### src/rtl/zfpm_pkg.sv
// ----------------------------------------------------------------------------
// zfpm_pkg
// Shared sizes, controller commands and status for the Z-function matcher.
// ----------------------------------------------------------------------------
package zfpm_pkg;

    localparam int MAX_PATTERN = 32;
    localparam int IDX_W       = $clog2(MAX_PATTERN);
    localparam int LEN_W       = 6;
    localparam int POS_W       = 32;

    localparam logic [POS_W-1:0] POS_MAX = '1;

    // Request kinds
    localparam logic REQ_PATTERN = 1'b0;
    localparam logic REQ_TEXT    = 1'b1;

    // Controller to datapath
    typedef struct packed {
        logic load;    // store a pattern byte
        logic search;  // process a text byte
        logic zinit;   // seed k for the current Z index
        logic zext;    // one extension compare
        logic div;     // one divisibility subtract step
    } t_cmd;

    // Datapath to controller
    typedef struct packed {
        logic i_end;     // all Z indexes done
        logic ext_more;  // extension continues
        logic div_more;  // remainder still at least the period
    } t_status;

endpackage

### src/rtl/zfpm_if.sv
// ----------------------------------------------------------------------------
// zfpm_req_if / zfpm_rsp_if
// Valid/ready channels for request bytes and per-byte results.
// ----------------------------------------------------------------------------
interface zfpm_req_if;
    logic       valid;
    logic       ready;
    logic       req_type;
    logic [7:0] char_in;
    logic       is_last;

    modport source (output valid, req_type, char_in, is_last, input ready);
    modport sink   (input valid, req_type, char_in, is_last, output ready);
endinterface

interface zfpm_rsp_if;
    logic                       valid;
    logic                       ready;
    logic                       match_found;
    logic [31:0]                match_start;
    logic                       pattern_done;
    logic [zfpm_pkg::LEN_W-1:0] border_length;
    logic [zfpm_pkg::LEN_W-1:0] full_period;
    logic                       pattern_overflow;

    modport source (output valid, match_found, match_start, pattern_done, border_length,
                    full_period, pattern_overflow, input ready);
    modport sink   (input valid, match_found, match_start, pattern_done, border_length,
                    full_period, pattern_overflow, output ready);
endinterface

### src/rtl/z_function_pattern_matcher.sv
// Pattern bytes and text bytes give their registered result in the cycle after acceptance.
// The last pattern byte runs the Z build: per index a seed step, then one step per extension
// compare until one fails; then the period check runs its subtract steps. The result follows
// in the cycle after the last period-check step.
// One byte per cycle while streaming and results are taken; input stalls until the period check ends.
// Reset: synchronous active-low i_rst_n clears all control state; no pattern matches.
// ----------------------------------------------------------------------------
// z_function_pattern_matcher
// Z-algorithm pattern analysis and streaming text match, top level.
// ----------------------------------------------------------------------------
module z_function_pattern_matcher (
    input  logic        i_clk,
    input  logic        i_rst_n,
    zfpm_req_if.sink    i_req,
    zfpm_rsp_if.source  o_rsp
);

    zfpm_pkg::t_cmd    cmd;
    zfpm_pkg::t_status status;
    logic              idle, done, accept;
    logic              r_out_valid;

    // Accept only while idle and the result slot is free or draining
    assign i_req.ready = idle && (!r_out_valid || o_rsp.ready);
    assign accept      = i_req.valid && i_req.ready;

    zfpm_ctrl u_ctrl (
        .i_clk      (i_clk),
        .i_rst_n    (i_rst_n),
        .i_accept   (accept),
        .i_req_type (i_req.req_type),
        .i_is_last  (i_req.is_last),
        .i_status   (status),
        .o_cmd      (cmd),
        .o_idle     (idle),
        .o_done     (done)
    );

    zfpm_dp u_dp (
        .i_clk     (i_clk),
        .i_rst_n   (i_rst_n),
        .i_cmd     (cmd),
        .i_char    (i_req.char_in),
        .i_is_last (i_req.is_last),
        .o_status  (status),
        .o_found   (o_rsp.match_found),
        .o_start   (o_rsp.match_start),
        .o_ready   (o_rsp.pattern_done),
        .o_border  (o_rsp.border_length),
        .o_period  (o_rsp.full_period),
        .o_ovf     (o_rsp.pattern_overflow)
    );

    // Result valid: set by a finished transaction, cleared when taken
    always_ff @(posedge i_clk) begin
        if (!i_rst_n) begin
            r_out_valid <= 1'b0;
        end else if (done || cmd.search || (cmd.load && !i_req.is_last)) begin
            r_out_valid <= 1'b1;
        end else if (o_rsp.ready) begin
            r_out_valid <= 1'b0;
        end
    end

    assign o_rsp.valid = r_out_valid;

endmodule

### src/rtl/zfpm_ctrl.sv
// ----------------------------------------------------------------------------
// zfpm_ctrl
// Sequencer: idle/stream handling, Z-array build loop, period check.
// ----------------------------------------------------------------------------
module zfpm_ctrl (
    input  logic               i_clk,
    input  logic               i_rst_n,
    input  logic               i_accept,
    input  logic               i_req_type,
    input  logic               i_is_last,
    input  zfpm_pkg::t_status  i_status,
    output zfpm_pkg::t_cmd     o_cmd,
    output logic               o_idle,
    output logic               o_done
);

    localparam logic [1:0] S_IDLE  = 2'd0;
    localparam logic [1:0] S_ZINIT = 2'd1;
    localparam logic [1:0] S_ZEXT  = 2'd2;
    localparam logic [1:0] S_DIV   = 2'd3;

    logic [1:0] r_state, n_state;

    always_ff @(posedge i_clk) begin
        if (!i_rst_n) r_state <= S_IDLE;
        else          r_state <= n_state;
    end

    // Next state and commands
    always_comb begin
        n_state = r_state;
        o_cmd   = '0;
        o_done  = 1'b0;
        case (r_state)
            S_IDLE: begin
                o_cmd.load   = i_accept && (i_req_type == zfpm_pkg::REQ_PATTERN);
                o_cmd.search = i_accept && (i_req_type == zfpm_pkg::REQ_TEXT);
                if (o_cmd.load && i_is_last) n_state = S_ZINIT;
            end
            S_ZINIT: begin
                if (i_status.i_end) begin
                    n_state = S_DIV;
                end else begin
                    o_cmd.zinit = 1'b1;
                    n_state     = S_ZEXT;
                end
            end
            S_ZEXT: begin
                o_cmd.zext = 1'b1;
                if (!i_status.ext_more) n_state = S_ZINIT;
            end
            S_DIV: begin
                o_cmd.div = 1'b1;
                if (!i_status.div_more) begin
                    o_done  = 1'b1;
                    n_state = S_IDLE;
                end
            end
            default: n_state = S_IDLE;
        endcase
    end

    assign o_idle = (r_state == S_IDLE);

endmodule

### src/rtl/zfpm_dp.sv
// ----------------------------------------------------------------------------
// zfpm_dp
// Pattern store, Z array, prefix-match vector for text, result registers.
// ----------------------------------------------------------------------------
module zfpm_dp (
    input  logic                        i_clk,
    input  logic                        i_rst_n,
    input  zfpm_pkg::t_cmd              i_cmd,
    input  logic [7:0]                  i_char,
    input  logic                        i_is_last,
    output zfpm_pkg::t_status           o_status,
    output logic                        o_found,
    output logic [zfpm_pkg::POS_W-1:0]  o_start,
    output logic                        o_ready,
    output logic [zfpm_pkg::LEN_W-1:0]  o_border,
    output logic [zfpm_pkg::LEN_W-1:0]  o_period,
    output logic                        o_ovf
);

    localparam int MAXP = zfpm_pkg::MAX_PATTERN;
    localparam int IW   = zfpm_pkg::IDX_W;
    localparam int LW   = zfpm_pkg::LEN_W;
    localparam int PW   = zfpm_pkg::POS_W;

    logic [7:0]    r_pat [MAXP];
    logic [LW-1:0] r_z   [MAXP];
    logic [LW-1:0] r_len;
    logic [PW-1:0] r_pos;
    logic          r_ready, r_open, r_ovf, r_fb;
    logic [LW-1:0] r_border, r_period;
    logic [MAXP-1:0] r_d;
    logic [LW-1:0] r_i, r_lo, r_hi, r_k, r_p, r_rem;
    logic          r_found;
    logic [PW-1:0] r_start;

    logic [LW-1:0]   len_eff, len_new, ik, zprev, k0, hi_gap;
    logic [MAXP-1:0] d_new;
    logic [PW-1:0]   pos_new;

    // Loading length after an optional restart
    assign len_eff = r_open ? r_len : '0;
    assign len_new = (len_eff < LW'(MAXP)) ? len_eff + 1'b1 : len_eff;

    // Z-box seed
    assign ik     = r_i + r_k;
    assign zprev  = r_z[IW'(r_i - r_lo)];
    assign hi_gap = r_hi - r_i;
    assign k0     = (r_i < r_hi) ? ((zprev > hi_gap) ? hi_gap : zprev) : '0;

    assign o_status.i_end    = (r_i >= r_len);
    assign o_status.ext_more = (ik < r_len) && (r_pat[IW'(r_k)] == r_pat[IW'(ik)]);
    assign o_status.div_more = (r_rem >= r_p);

    // Shift-and prefix match on text bytes
    always_comb begin
        for (int j = 0; j < MAXP; j++) begin
            d_new[j] = ((j == 0) ? 1'b1 : r_d[(j == 0) ? 0 : j-1]) && (i_char == r_pat[j]);
        end
    end
    assign pos_new = (r_pos == zfpm_pkg::POS_MAX) ? r_pos : r_pos + 1'b1;

    // Pattern and Z storage, no reset
    always_ff @(posedge i_clk) begin
        if (i_cmd.load && (len_eff < LW'(MAXP))) r_pat[IW'(len_eff)] <= i_char;
        if (i_cmd.load && i_is_last) r_z[0] <= len_new;
        if (i_cmd.zext && !o_status.ext_more) r_z[IW'(r_i)] <= r_k;
    end

    // Control and result state
    always_ff @(posedge i_clk) begin
        if (!i_rst_n) begin
            r_len <= '0; r_pos <= '0; r_ready <= 1'b0; r_open <= 1'b0;
            r_ovf <= 1'b0; r_border <= '0; r_period <= '0; r_d <= '0;
            r_found <= 1'b0; r_start <= '0; r_fb <= 1'b0;
            r_i <= '0; r_lo <= '0; r_hi <= '0; r_k <= '0; r_p <= '0; r_rem <= '0;
        end else begin
            if (i_cmd.load) begin
                r_found  <= 1'b0;
                r_start  <= '0;
                r_len    <= len_new;
                r_ovf    <= (r_open && r_ovf) || (len_eff == LW'(MAXP));
                r_ready  <= 1'b0;
                r_border <= '0;
                r_period <= '0;
                r_open   <= !i_is_last;
                if (i_is_last) begin
                    r_pos  <= '0;
                    r_d    <= '0;
                    r_i    <= LW'(1);
                    r_lo   <= '0;
                    r_hi   <= '0;
                    r_fb   <= 1'b0;
                    r_p    <= len_new;
                    r_rem  <= len_new;
                    r_period <= len_new;
                end
            end
            if (i_cmd.search) begin
                r_found <= r_ready && d_new[IW'(r_len - 1'b1)];
                r_start <= !(r_ready && d_new[IW'(r_len - 1'b1)]) ? '0 :
                           (pos_new == zfpm_pkg::POS_MAX) ? zfpm_pkg::POS_MAX :
                           pos_new - PW'(r_len) + 1'b1;
                r_pos   <= i_is_last ? '0 : pos_new;
                r_d     <= i_is_last ? '0 : d_new;
            end
            if (i_cmd.zinit) r_k <= k0;
            if (i_cmd.zext) begin
                if (o_status.ext_more) begin
                    r_k <= r_k + 1'b1;
                end else begin
                    if (ik > r_hi) begin
                        r_lo <= r_i;
                        r_hi <= ik;
                    end
                    // first border hit gives the smallest period
                    if (!r_fb && (ik == r_len)) begin
                        r_fb     <= 1'b1;
                        r_border <= r_k;
                        r_p      <= r_i;
                    end
                    r_i <= r_i + 1'b1;
                end
            end
            if (i_cmd.div) begin
                if (o_status.div_more) begin
                    r_rem <= r_rem - r_p;
                end else begin
                    r_period <= (r_rem == '0) ? r_p : r_len;
                    r_ready  <= 1'b1;
                end
            end
        end
    end

    assign o_found  = r_found;
    assign o_start  = r_start;
    assign o_ready  = r_ready;
    assign o_border = r_border;
    assign o_period = r_period;
    assign o_ovf    = r_ovf;

endmodule
### src/flat_wrapper.sv
// flat-port wrapper written by rule: the top's interface ports become plain ports
module z_function_pattern_matcher_flat 
  (i_clk, i_rst_n, i_req_valid, i_req_req_type, i_req_char_in, i_req_is_last, i_req_ready, o_rsp_valid, o_rsp_match_found, o_rsp_match_start, o_rsp_pattern_done, o_rsp_border_length, o_rsp_full_period, o_rsp_pattern_overflow, o_rsp_ready);
  zfpm_req_if i_req_i ();
  zfpm_rsp_if o_rsp_i ();
  input  logic i_clk;
  input  logic i_rst_n;
  input wire logic [$bits(i_req_i.valid)-1:0] i_req_valid;
  input wire logic [$bits(i_req_i.req_type)-1:0] i_req_req_type;
  input wire logic [$bits(i_req_i.char_in)-1:0] i_req_char_in;
  input wire logic [$bits(i_req_i.is_last)-1:0] i_req_is_last;
  output wire logic [$bits(i_req_i.ready)-1:0] i_req_ready;
  output wire logic [$bits(o_rsp_i.valid)-1:0] o_rsp_valid;
  output wire logic [$bits(o_rsp_i.match_found)-1:0] o_rsp_match_found;
  output wire logic [$bits(o_rsp_i.match_start)-1:0] o_rsp_match_start;
  output wire logic [$bits(o_rsp_i.pattern_done)-1:0] o_rsp_pattern_done;
  output wire logic [$bits(o_rsp_i.border_length)-1:0] o_rsp_border_length;
  output wire logic [$bits(o_rsp_i.full_period)-1:0] o_rsp_full_period;
  output wire logic [$bits(o_rsp_i.pattern_overflow)-1:0] o_rsp_pattern_overflow;
  input wire logic [$bits(o_rsp_i.ready)-1:0] o_rsp_ready;
  assign i_req_i.valid = i_req_valid;
  assign i_req_i.req_type = i_req_req_type;
  assign i_req_i.char_in = i_req_char_in;
  assign i_req_i.is_last = i_req_is_last;
  assign i_req_ready = i_req_i.ready;
  assign o_rsp_valid = o_rsp_i.valid;
  assign o_rsp_match_found = o_rsp_i.match_found;
  assign o_rsp_match_start = o_rsp_i.match_start;
  assign o_rsp_pattern_done = o_rsp_i.pattern_done;
  assign o_rsp_border_length = o_rsp_i.border_length;
  assign o_rsp_full_period = o_rsp_i.full_period;
  assign o_rsp_pattern_overflow = o_rsp_i.pattern_overflow;
  assign o_rsp_i.ready = o_rsp_ready;
  z_function_pattern_matcher u_core (.i_clk(i_clk), .i_rst_n(i_rst_n), .i_req(i_req_i), .o_rsp(o_rsp_i));
endmodule
### config.mk
export PLATFORM = sky130hd
export DESIGN_NAME = z_function_pattern_matcher_flat
export DESIGN_NICKNAME = d
export VERILOG_FILES = /design/src/rtl/zfpm_pkg.sv /design/src/rtl/zfpm_if.sv /design/src/rtl/z_function_pattern_matcher.sv /design/src/rtl/zfpm_ctrl.sv /design/src/rtl/zfpm_dp.sv /design/src/flat_wrapper.sv
export SDC_FILE = /design/constraint.sdc
export NUM_CORES = 1
export LEC_CHECK = 0
export BUFFER_PORTS_ARGS = -buffer_cell sky130_fd_sc_hd__buf_2
export CELL_PAD_IN_SITES_DETAIL_PLACEMENT = 0
export CELL_PAD_IN_SITES_GLOBAL_PLACEMENT = 1
export CORE_MARGIN = 10
export CORE_UTILIZATION = 49
export CTS_BUF_LIST = sky130_fd_sc_hd__clkbuf_8
export CTS_CLUSTER_DIAMETER = 120
export CTS_CLUSTER_SIZE = 14
export DETAILED_ROUTE_END_ITERATION = 8
export PLACE_DENSITY_LB_ADDON = 0.2
export SETUP_SLACK_MARGIN = 0.1
export SLEW_MARGIN = 0
export SYNTH_ARGS = -nofsm -noshare
export SYNTH_HDL_FRONTEND = slang
export SYNTH_SLANG_ARGS = --single-unit
export TNS_END_PERCENT = 100
### constraint.sdc
create_clock -name i_clk -period 4.9 [get_ports i_clk]
set_clock_uncertainty 0.05 [all_clocks]
set_input_delay 0.245 -clock i_clk [delete_from_list [all_inputs] [get_ports i_clk]]
set_output_delay 0.245 -clock i_clk [all_outputs]
set_load 0.05 [all_outputs]
Word-level counts from Yosys, hierarchy flattened

Memory sizes are Yosys's and may differ from the RTL's. A register that Yosys moved wholly into a read port is not among the register bits.
Cells that the tools add are included.

Equality and inequality tests: 43
Reduce and logical (&&, ||, !) cells: 60
$lt $le $gt $ge: 8
Muxes and demuxes: 86
Bitwise logic cells: 1
Add/sub/neg operators: 11

Operator list:

| kind                                                        | count |
|---|---|
| two-way mux 32 bit                                          | 9 |
| == test 8 bit                                               | 33 |
| two-way mux 6 bit                                           | 40 |
| adder 32 x 1 -> 32 bit (second input constant)              | 2 |
| == test 32 bit (second input constant)                      | 2 |
| two-way mux 31 bit                                          | 2 |
| logical AND 1 bit                                           | 44 |
| subtractor 32 x 6 -> 32 bit                                 | 1 |
| two-way mux 1 bit                                           | 27 |
| adder 6 x 1 -> 6 bit (second input constant)                | 3 |
| >= comparator 6 bit                                         | 2 |
| > comparator 6 bit                                          | 2 |
| less-than comparator 6 bit                                  | 2 |
| subtractor 6 bit                                            | 2 |
| two-way mux 5 bit                                           | 2 |
| two-way mux 2 bit                                           | 4 |
| one-hot mux 2 bit (4 select lines)                          | 1 |
| adder 6 bit                                                 | 1 |
| == test 6 bit                                               | 1 |
| == test 6 bit (second input constant)                       | 1 |
| logical NOT 6 bit                                           | 1 |
| less-than comparator 5 x 6 -> 1 bit (second input constant) | 1 |
| less-than comparator 6 bit (second input constant)          | 1 |
| != test 2 bit (second input constant)                       | 3 |
| other kinds (13)                                            | 22 |

Input bits: 14
Word-level logic and storage cells: 230
Bits in registers: 157
Output and inout port bits: 49
RAM bits: 448
Memories kept: 2

Memories:

| memory            | words | bits a word | read ports | clocked after Yosys merged registers in | wr ports | RTL line      | source |
|---|---|---|---|---|---|---|---|
| u_core.u_dp.r_pat | 32    | 8           | 34         | 1                                       | 1        | zfpm_dp.sv:25 | `logic [7:0] r_pat [MAXP];` |
| u_core.u_dp.r_z   | 32    | 6           | 1          | 0                                       | 1        | zfpm_dp.sv:26 | `logic [LW-1:0] r_z [MAXP];` |

Depth between registers and ports, before layout

Gate-level depths: netlist (run 1).

Depth in word-level cells: 10
Mapped depth: 22

Cells and area by module

A second synthesis (run 1) with hierarchy kept.

Cell total of the unflattened synthesis: 2681
Area total of the unflattened synthesis: 33759.9 µm²

By module, submodules not included:

| module                     | seq. area each (µm²) | cells an instance | area each (µm²) | instances |
|---|---|---|---|---|
| zfpm_dp                    | 16515.8              | 2653              | 33530.9         | 1 |
| zfpm_ctrl                  | 40.0                 | 20                | 155.1           | 1 |
| z_function_pattern_matcher | 20.0                 | 8                 | 73.8            | 1 |

Least setup slack after synthesis (run 1)

No wires, ideal clock.

Path type: reg-to-reg
Start point: reg u_core.u_dp.r_i[0]
End point: reg u_core.u_dp.r_k[4]
Arrival: 5.307 ns
Path buffers: 3
Clock period less this slack: 5.442 ns
Setup slack: -0.542 ns
Library setup time: 0.086 ns
Stages on the path, launching flop included: 20
Path through: dfxtp_1 clkbuf_1 inv_1 ha_1 buf_1 buf_1 mux4_2 mux4_2 mux2_2 ha_1 nor2b_1 o21a_1 o21a_1 o21a_1 o21ai_0 a32oi_1 nor2_1 a211oi_1 nor2b_1 a211oi_1

Word-level cells in the longest chain between the ends: 8
Elaborated cells between the ends (all ways): 18

Ends and longest elaborated chain:

| element                        | RTL line       | source |
|---|---|---|
| start, declared                | zfpm_dp.sv:32  | `logic [LW-1:0] r_i, r_lo, r_hi, r_k, r_p, r_rem;` |
| start signal, assigned         | zfpm_dp.sv:121 | `r_i <= r_i + 1'b1;` |
| subtractor 5 bit               | zfpm_dp.sv:46  | `assign zprev = r_z[IW'(r_i - r_lo)];` |
| memory read (32 x 6 bit)       | --             |  |
| > comparator 6 bit             | zfpm_dp.sv:48  | `assign k0 = (r_i < r_hi) ? ((zprev > hi_gap) ? hi_gap : zprev) : '0;` |
| two-way mux 6 bit (2 in a row) | zfpm_dp.sv:48  |  |
| two-way mux 6 bit              | zfpm_dp.sv:106 | `if (i_cmd.zinit) r_k <= k0;` |
| two-way mux 6 bit              | zfpm_dp.sv:108 | `if (o_status.ext_more) begin` |
| two-way mux 6 bit *            | zfpm_dp.sv:107 | `if (i_cmd.zext) begin` |
| end signal, assigned           | zfpm_dp.sv:106 |  |
| end signal, assigned           | zfpm_dp.sv:109 | `r_k <= r_k + 1'b1;` |
| end, declared                  | zfpm_dp.sv:32  |  |

Mark *: on every way between the ends. The rest lies on a longest branch, timed or not.
A chain may end at the register's enable or synchronous reset.

Worst setup path in the final report (run 1)

Start point: reg u_core.u_dp.r_i[0]
End point: mem u_core.u_dp.r_z[17][3] (netlist bit), enable pin

Word-level cells in the longest chain between the ends: 10
Elaborated cells between the ends (all ways): 12

Ends and longest elaborated chain:

| element                                                                 | RTL line      | source |
|---|---|---|
| adder 6 bit                                                             | zfpm_dp.sv:45 | `assign ik = r_i + r_k;` |
| memory read (32 x 8 bit)                                                | --            |  |
| == test 8 bit                                                           | zfpm_dp.sv:51 | `assign o_status.ext_more = (ik < r_len) && (r_pat[IW'(r_k)] == r_pat[IW'(ik)]);` |
| logical AND 1 bit                                                       | zfpm_dp.sv:51 |  |
| logical NOT 1 bit                                                       | --            |  |
| logical AND 1 bit                                                       | zfpm_dp.sv:66 | `if (i_cmd.zext && !o_status.ext_more) r_z[IW'(r_i)] <= r_k;` |
| two-way mux 1 bit                                                       | zfpm_dp.sv:66 |  |
| two-way mux 1 bit (implied by the code)                                 | zfpm_dp.sv:66 |  |
| OR reduction 6 bit (no line)                                            | --            |  |
| two-way mux 5 bit (no line) / two-way mux 1 bit (equally long branches) | --            |  |
| end, declared                                                           | zfpm_dp.sv:26 |  |

Parallel ways exist; a longest one is shown, timed or not.

==> impl_metrics.tcl, run 1 <==
set metrics [dict create \
    outcome "complete, no violations" \
    vias_per_cell 6.20 \
    synthFlopType "edfxtp_1" \
    crit_required_ps 5270 \
    layout.cells.most_common_list "edfxtp_1, buf_4, xnor2_1" \
    grt_first_pass_wirelength_mm 150 \
    busiest_layer "met2" \
    synth_warnings 0 \
    n_fill_cell 5529 \
    fp.dieW_um 281 \
    min_path_type "in -> reg" \
    largest_net_degree_at_the_start_of_global_routing 85 \
    placed_area_um2 36200 \
    design_power_total_w 0.00980 \
    hold_violations 0 \
    floorplan.io_pins 63 \
    netlist_instances 2717 \
    maxCapViolCount 0 \
    fp.dieH_um 281 \
    internal_power_w 0.00712 \
    clock_tree.buffer_depth 3 \
    total_leakage_power_nw 13.4 \
    groute.layer.met1.usage 0.335 \
    synth.avg_cell_area_um2 12.3 \
    crit_type "reg -> reg" \
    start_util 0.497 \
    post_route_minimum_period_ps 4820 \
    rows 95 \
    p_comb_frac 0.162 \
    syn_area_um2 33500 \
    number_of_antenna_violations_at_the_first_check_in_global_routing 3 \
    finish.net_count 3044 \
    finish.utilization 0.568 \
    grt.met2_usage 0.401 \
    worst_skew_pair_later_pin_latency_ps 700 \
    cts_buffers 49 \
    dp_slack_ps -192 \
    grtUsageTotal 0.248 \
    final_max_slew_viol_count 0 \
    route.detailed.drc 0 \
    tritoncts "yes" \
    detailedRoute.firstPassIterationCount 5 \
    fin_ws_ps 84.7 \
    layout.cell_area.non_filler_um2 38300 \
    core_region_area_um2 67400 \
    layout-drive-gt1-share 0.244 \
    synthArstFlopShare 0 \
    powerDensity_nw_per_um2 256 \
    total_switching_power_w 0.00268 \
    worstPathArrival_ps 5180 \
    clockRootBuffer "clkbuf_8" \
    ys_seq_area_frac 0.495 \
    synthesis.nets 2831 \
    num_vias 23800 \
    port-buffer-count 62 \
    crit_fanout 8 \
    grt_setup_unrepaired "yes" \
    areaGrowthSynthToFinish_pct 14.3 \
    p_sw_frac 0.273 \
    detail-route-antenna-nets 0 \
    crit_path_start_kind "flop" \
    setup_viol_count_final 0 \
    max-vdd-ir-drop_mv 0.235 \
    fmax_mhz 208 \
    first_global_vias 23800 \
    slew-limit-headroom 0.0826 \
    met3_usage 0.0441 \
    worst_slew_pin_slew_ps 1360 \
    floorplan.die_area_um2 79200 \
    min_period_over_period 0.983 \
    gp_congestion 0.917 \
    synth_enable_flop_cells 448 \
    layout.cells.most_common "edfxtp_1" \
    synth_cell_type_count 80 \
    cts-htree-levels 2 \
    drt_first_iter_violations 2582 \
    clkSinkCount 604 \
    power_frac_seq 0.563 \
    power.clock.fraction 0.275 \
    cp-end-kind "flop" \
    dp_hpwl_mm 71.2 \
    cts.reportedPaths.clkPinSlew_ps 110 \
    grt-ovfl-total 0 \
    postRouteWirelength_mm 100 \
    detail_route.wl_per_cell_um 26.0 \
    synth.ff_latch_count 604 \
    fin_worst_hold_slack_ps 68.3 \
]
[flip-flops by register name, indices dropped and copies added (netlist names), 2 cells and up]
register	cells
u_core.u_ctrl.r_state	2
u_core.u_dp.r_rem	6
u_core.u_dp.r_z	192
u_core.u_dp.r_pat	256
u_core.u_dp.r_len	6
u_core.u_dp.r_pos	32
u_core.u_dp.r_i	6
u_core.u_dp.r_hi	6
u_core.u_dp.r_lo	5
u_core.u_dp.o_border	6
u_core.u_dp.o_period	6
u_core.u_dp.r_d	31
u_core.u_dp.r_p	6
u_core.u_dp.r_k	6
u_core.u_dp.o_start	32
[per-layer routing]
layer	wire, um	part of all wire	up-vias
met5	11	0.00011	-
met4	3690	0.037	2
met3	7360	0.074	202
met2	46800	0.47	983
met1	42200	0.42	12000
li1	-	-	10700
[synth_stat cells, types with 42 or more instances]
cell        n  area (um^2)
mux4_2    189         4260
nand4_1    42          263
o21ai_0    64          320
a22oi_1    54          405
mux2i_1    87          871
nand2_1   141          529
ha_1       95         1190
a21oi_1   121          606
nor4_1     55          344
clkbuf_1   89          334
xnor2_1   198         1730
edfxtp_1  448        13500
nor3_1     51          255
xor2_1    130         1140
dfxtp_1   156         3120
inv_1      92          345
nand3_1    91          455
nor2_1    194          728
[power groups by stage]
stage          registers, W  logic (W)  clock network, W
6_report            0.00551    0.00159           0.00270
5_1_grt             0.00552    0.00168           0.00295
4_1_cts             0.00551    0.00153           0.00277
3_5_place_dp        0.00563    0.00145                 0
3_3_place_gp        0.00563    0.00144                 0
2_1_floorplan       0.00563   0.000940                 0
[through the flow]
stage	TNS (ps)	std cells
6_report	0	3840
4_1_cts	0	3826
5_1_grt	-4.71	3840
2_1_floorplan	-250	2717
3_3_place_gp	-652	3712
3_5_place_dp	-1620	3712
[worst max-delay path, stage by stage (launching register included)]
cell and delay, ps:
dfxtp_4 370, ha_4 160, fa_4 770, buf_12 190
buf_16 150, mux4_2 320, mux2i_1 310, mux2i_1 260
a21oi_1 210, xor2_1 240, nor4b_4 90, a41o_1 290
buf_6 160, buf_8 120, or3_4 400, buf_12 170
nor2_4 90, buf_6 140
[kinds of logic (layout without fill, tap and decap cells)]
group / count (synthesis) / after routing / share of synthesized area
muxes: 297 / 297 / 0.160
other: 0 / 1 / 0
buffers and inverters: 270 / 519 / 0.0359
xor gates and xnor gates: 328 / 328 / 0.0858
DFF: 604 / 604 / 0.495
AOI/OAI and AO/OA: 418 / 418 / 0.0809
and+or+nand+nor: 700 / 700 / 0.103
adders and majority gates: 100 / 100 / 0.0385
[area by class of cell]
type | count | area, um^2 | area share
Clock inverter | 38 | 180 | 0.00471
Tap cell | 873 | 1090 | 0.0285
Multi-Input combinational cell | 1843 | 16400 | 0.428
Clock buffer | 49 | 674 | 0.0176
Inverter | 95 | 362 | 0.00945
Timing Repair Buffer | 337 | 2990 | 0.0781
Sequential cell | 604 | 16600 | 0.434
Antenna cell | 1 | 2.50 | 0.0000654
[worst paths after layout]
| path | endpoint | cells past startpoint | slack (ps) | startpoint |
|---|---|---|---|---|
| worst min-delay path | u_core.u_dp.r_pat[31][2] | 2 | 70 | i_req_char_in[2] |
| worst max register to register | u_core.u_dp.r_z[17][3] | 17 | 80 | u_core.u_dp.r_i[0] |
| worst min register to register | u_core.u_dp.o_start[3] | 2 | 400 | u_core.u_dp.o_start[3] |
| worst max-delay path | u_core.u_dp.r_z[17][3] | 17 | 80 | u_core.u_dp.r_i[0] |
[what timing repair did]
item | 4_1_cts | 5_1_grt
gates cloned | 6 | 1
hold endpoints to repair | 10 | 0
hold buffers | 7 | 0
endpoints found under the setup margin | 241 | 289
setup buffers | 14 | 13
pin swaps | 11 | 49
resized for setup | 60 | 116
Note: power is estimated with default switching activity, not from simulation.
==> run 2: changes to the inputs <==
--- a/config.mk
+++ b/config.mk
@@ -9,8 +9,7 @@
 export CELL_PAD_IN_SITES_DETAIL_PLACEMENT = 0
 export CELL_PAD_IN_SITES_GLOBAL_PLACEMENT = 1
 export CORE_MARGIN = 10
-export CORE_UTILIZATION = 49
-export CTS_BUF_LIST = sky130_fd_sc_hd__clkbuf_8
+export CORE_UTILIZATION = 48
 export CTS_CLUSTER_DIAMETER = 120
 export CTS_CLUSTER_SIZE = 14
 export DETAILED_ROUTE_END_ITERATION = 8
==> run 2 against run 1 <==
Via count is 0.87% higher; largest power group unchanged; global-route usage is 0.57 points lower; largest cell class unchanged; combinational power hardly changed; sequential cell count stayed put.
==> impl_metrics.tcl, run 2 (same netlist as run 1, synthesis figures left out) <==
set metrics [dict create \
    outcome "complete, no violations" \
    number_of_antenna_violations_at_the_first_check_in_global_routing 3 \
    max_flop_register "u_core.u_dp.r_pat" \
    fp.dieW_um 284 \
    num_antenna_cells 0 \
    cp-end-kind "flop" \
    crit_fanout 10 \
    setup_viol_count_final 0 \
    worst_skew_pair_later_pin_latency_ps 630 \
    powerDensity_nw_per_um2 280 \
    areaGrowthSynthToFinish_pct 16.1 \
    cts_buffers 49 \
    min_path_type "in -> reg" \
    detail-route-antenna-nets 0 \
    vias_per_cell 6.19 \
    layout.cells.most_common_list "edfxtp_1, buf_4, xnor2_1" \
    clkSinkCount 604 \
    final-instance-count-excl-fill 3881 \
    detail_route.wl_per_cell_um 26.5 \
    grt_first_pass_wirelength_mm 151 \
    max-vdd-ir-drop_mv 0.297 \
    tritoncts "yes" \
    detailedRoute.firstPassIterationCount 7 \
    total_leakage_power_nw 13.4 \
    layout.cells.most_common "edfxtp_1" \
    dp.cells 3747 \
    critical-path-slowest-cell "fa_4" \
    slew-limit-headroom 0.172 \
    hold_violations 0 \
    core_region_area_um2 68800 \
    floorplan.io_pins 63 \
    layout-drive-gt1-share 0.240 \
    min_period_over_period 0.981 \
    timing.critical_path.slowest_cell_delay_ps 780 \
    fin_worst_hold_slack_ps 73.0 \
    worst_slew_pin_slew_ps 1240 \
    grt-ovfl-total 0 \
    post_route_minimum_period_ps 4810 \
    grt_setup_unrepaired "yes" \
    worstPathArrival_ps 5110 \
    gp_congestion 0.923 \
    p_comb_frac 0.144 \
    n_fill_cell 5659 \
    port-buffer-count 62 \
    fp.dieH_um 284 \
    route.detailed.drc 0 \
    floorplan.die_area_um2 80700 \
    postRouteWirelength_mm 103 \
    layout_top_registers "u_core.u_dp.r_pat: 256 flops, u_core.u_dp.r_z: 192 flops" \
    clock_tree.buffer_depth 3 \
    p_sw_frac 0.261 \
    dp_hpwl_mm 71.5 \
    multiInputGateArea_um2 16400 \
    power.clock.fraction 0.349 \
    sequential_area_um2 16600 \
    cts.reportedPaths.clkPinSlew_ps 80 \
    cts-htree-levels 2 \
    grtUsageTotal 0.243 \
    fmax_mhz 208 \
    final_max_slew_viol_count 0 \
    drt_first_iter_violations 2747 \
    num_vias 24000 \
    critPathTopFamily "compound AO/OA/AOI/OAI gates" \
    internal_power_w 0.00805 \
    crit_required_ps 5210 \
    crit_type "reg -> reg" \
    finish.net_count 3029 \
    first_global_vias 23500 \
    maxCapViolCount 0 \
    clockRootBuffer "clkbuf_16" \
    critical_path_buf_inv_count 7 \
    total_switching_power_w 0.00284 \
    start_util 0.486 \
    largest_register_ff_count 256 \
    cp_cell_sequence "ha_4, fa_4, buf_12, buf_12, clkbuf_16, mux4_2, nor2b_1, a2111oi_1, a211oi_1, o21ai_0, a21boi_1, a41o_1, buf_6, buf_6, or3_4, buf_12, nor2_4, buf_6" \
    power_frac_seq 0.507 \
    design_power_total_w 0.0109 \
    largest_net_degree_at_the_start_of_global_routing 76 \
    rows 96 \
    crit_path_start_kind "flop" \
]
==> run 2: cell type report <==
cell class / count / area share
Tap cell: 931 / 0.0300
Clock buffer: 81 / 0.0347
Sequential cell: 604 / 0.427
Clock inverter: 5 / 0.00251
Timing Repair Buffer: 322 / 0.0741
Inverter: 95 / 0.00931
Multi-Input combinational cell: 1843 / 0.422
==> run 2: power groups by stage <==
stage | Combinational (W) | Sequential [W] | Clock [W]
2_1_floorplan | 0.000940 | 0.00563 | 0
3_3_place_gp | 0.00143 | 0.00563 | 0
3_5_place_dp | 0.00144 | 0.00563 | 0
4_1_cts | 0.00147 | 0.00552 | 0.00387
5_1_grt | 0.00166 | 0.00552 | 0.00406
6_report | 0.00157 | 0.00552 | 0.00381
==> run 2: worst paths after layout <==
check                                             start                       end  slack [ps]  cells past startpoint
worst max-delay path                 u_core.u_dp.r_i[0]    u_core.u_dp.r_z[19][3]          90                     18
worst min-delay path                   i_req_char_in[4]  u_core.u_dp.r_pat[18][4]          70                      1
worst max register to register       u_core.u_dp.r_i[0]    u_core.u_dp.r_z[19][3]          90                     18
worst min register to register  u_core.u_dp.o_start[13]   u_core.u_dp.o_start[13]         400                      2
==> run 2: worst register-to-register path: cells and delay by family (launching register included) <==
kind | cells | cell delay, ps
compound gates | 5 | 1140
fa+ha+maj | 2 | 940
buf+inv | 7 | 1090
flops | 1 | 360
mux | 1 | 300
simple gates | 3 | 640
==> run 2: layer usage <==
metal,vias to the layer above,track usage,part of all wire
met5,-,0,0.00013
met4,2,0.0851,0.039
met3,204,0.0476,0.084
li1,10700,-,-
met2,1097,0.384,0.46
met1,12100,0.330,0.41
==> run 2: what timing repair did <==
action                     in CTS  in global routing
setup buffers                   9                 27
hold buffers                    1                  0
hold endpoints to repair        1                  0
setup endpoints to repair     218                393
gates resized for setup        17                145
pin swaps                       4                 32
gates cloned                    2                  9
==> run 2: through the flow <==
| step | utilization | cell area (um^2) | setup TNS [ps] | setup slack [ps] |
|---|---|---|---|---|
| 3_5_place_dp | 0.524 | 36100 | -496 | -148 |
| 2_1_floorplan | - | 33500 | -250 | -4.21 |
| 3_3_place_gp | 0.524 | 36100 | 0 | 34.1 |
| 4_1_cts | 0.548 | 37700 | 0 | 102 |
| 6_report | 0.564 | 38800 | 0 | 91.0 |
| 5_1_grt | 0.564 | 38800 | -133 | -29.3 |
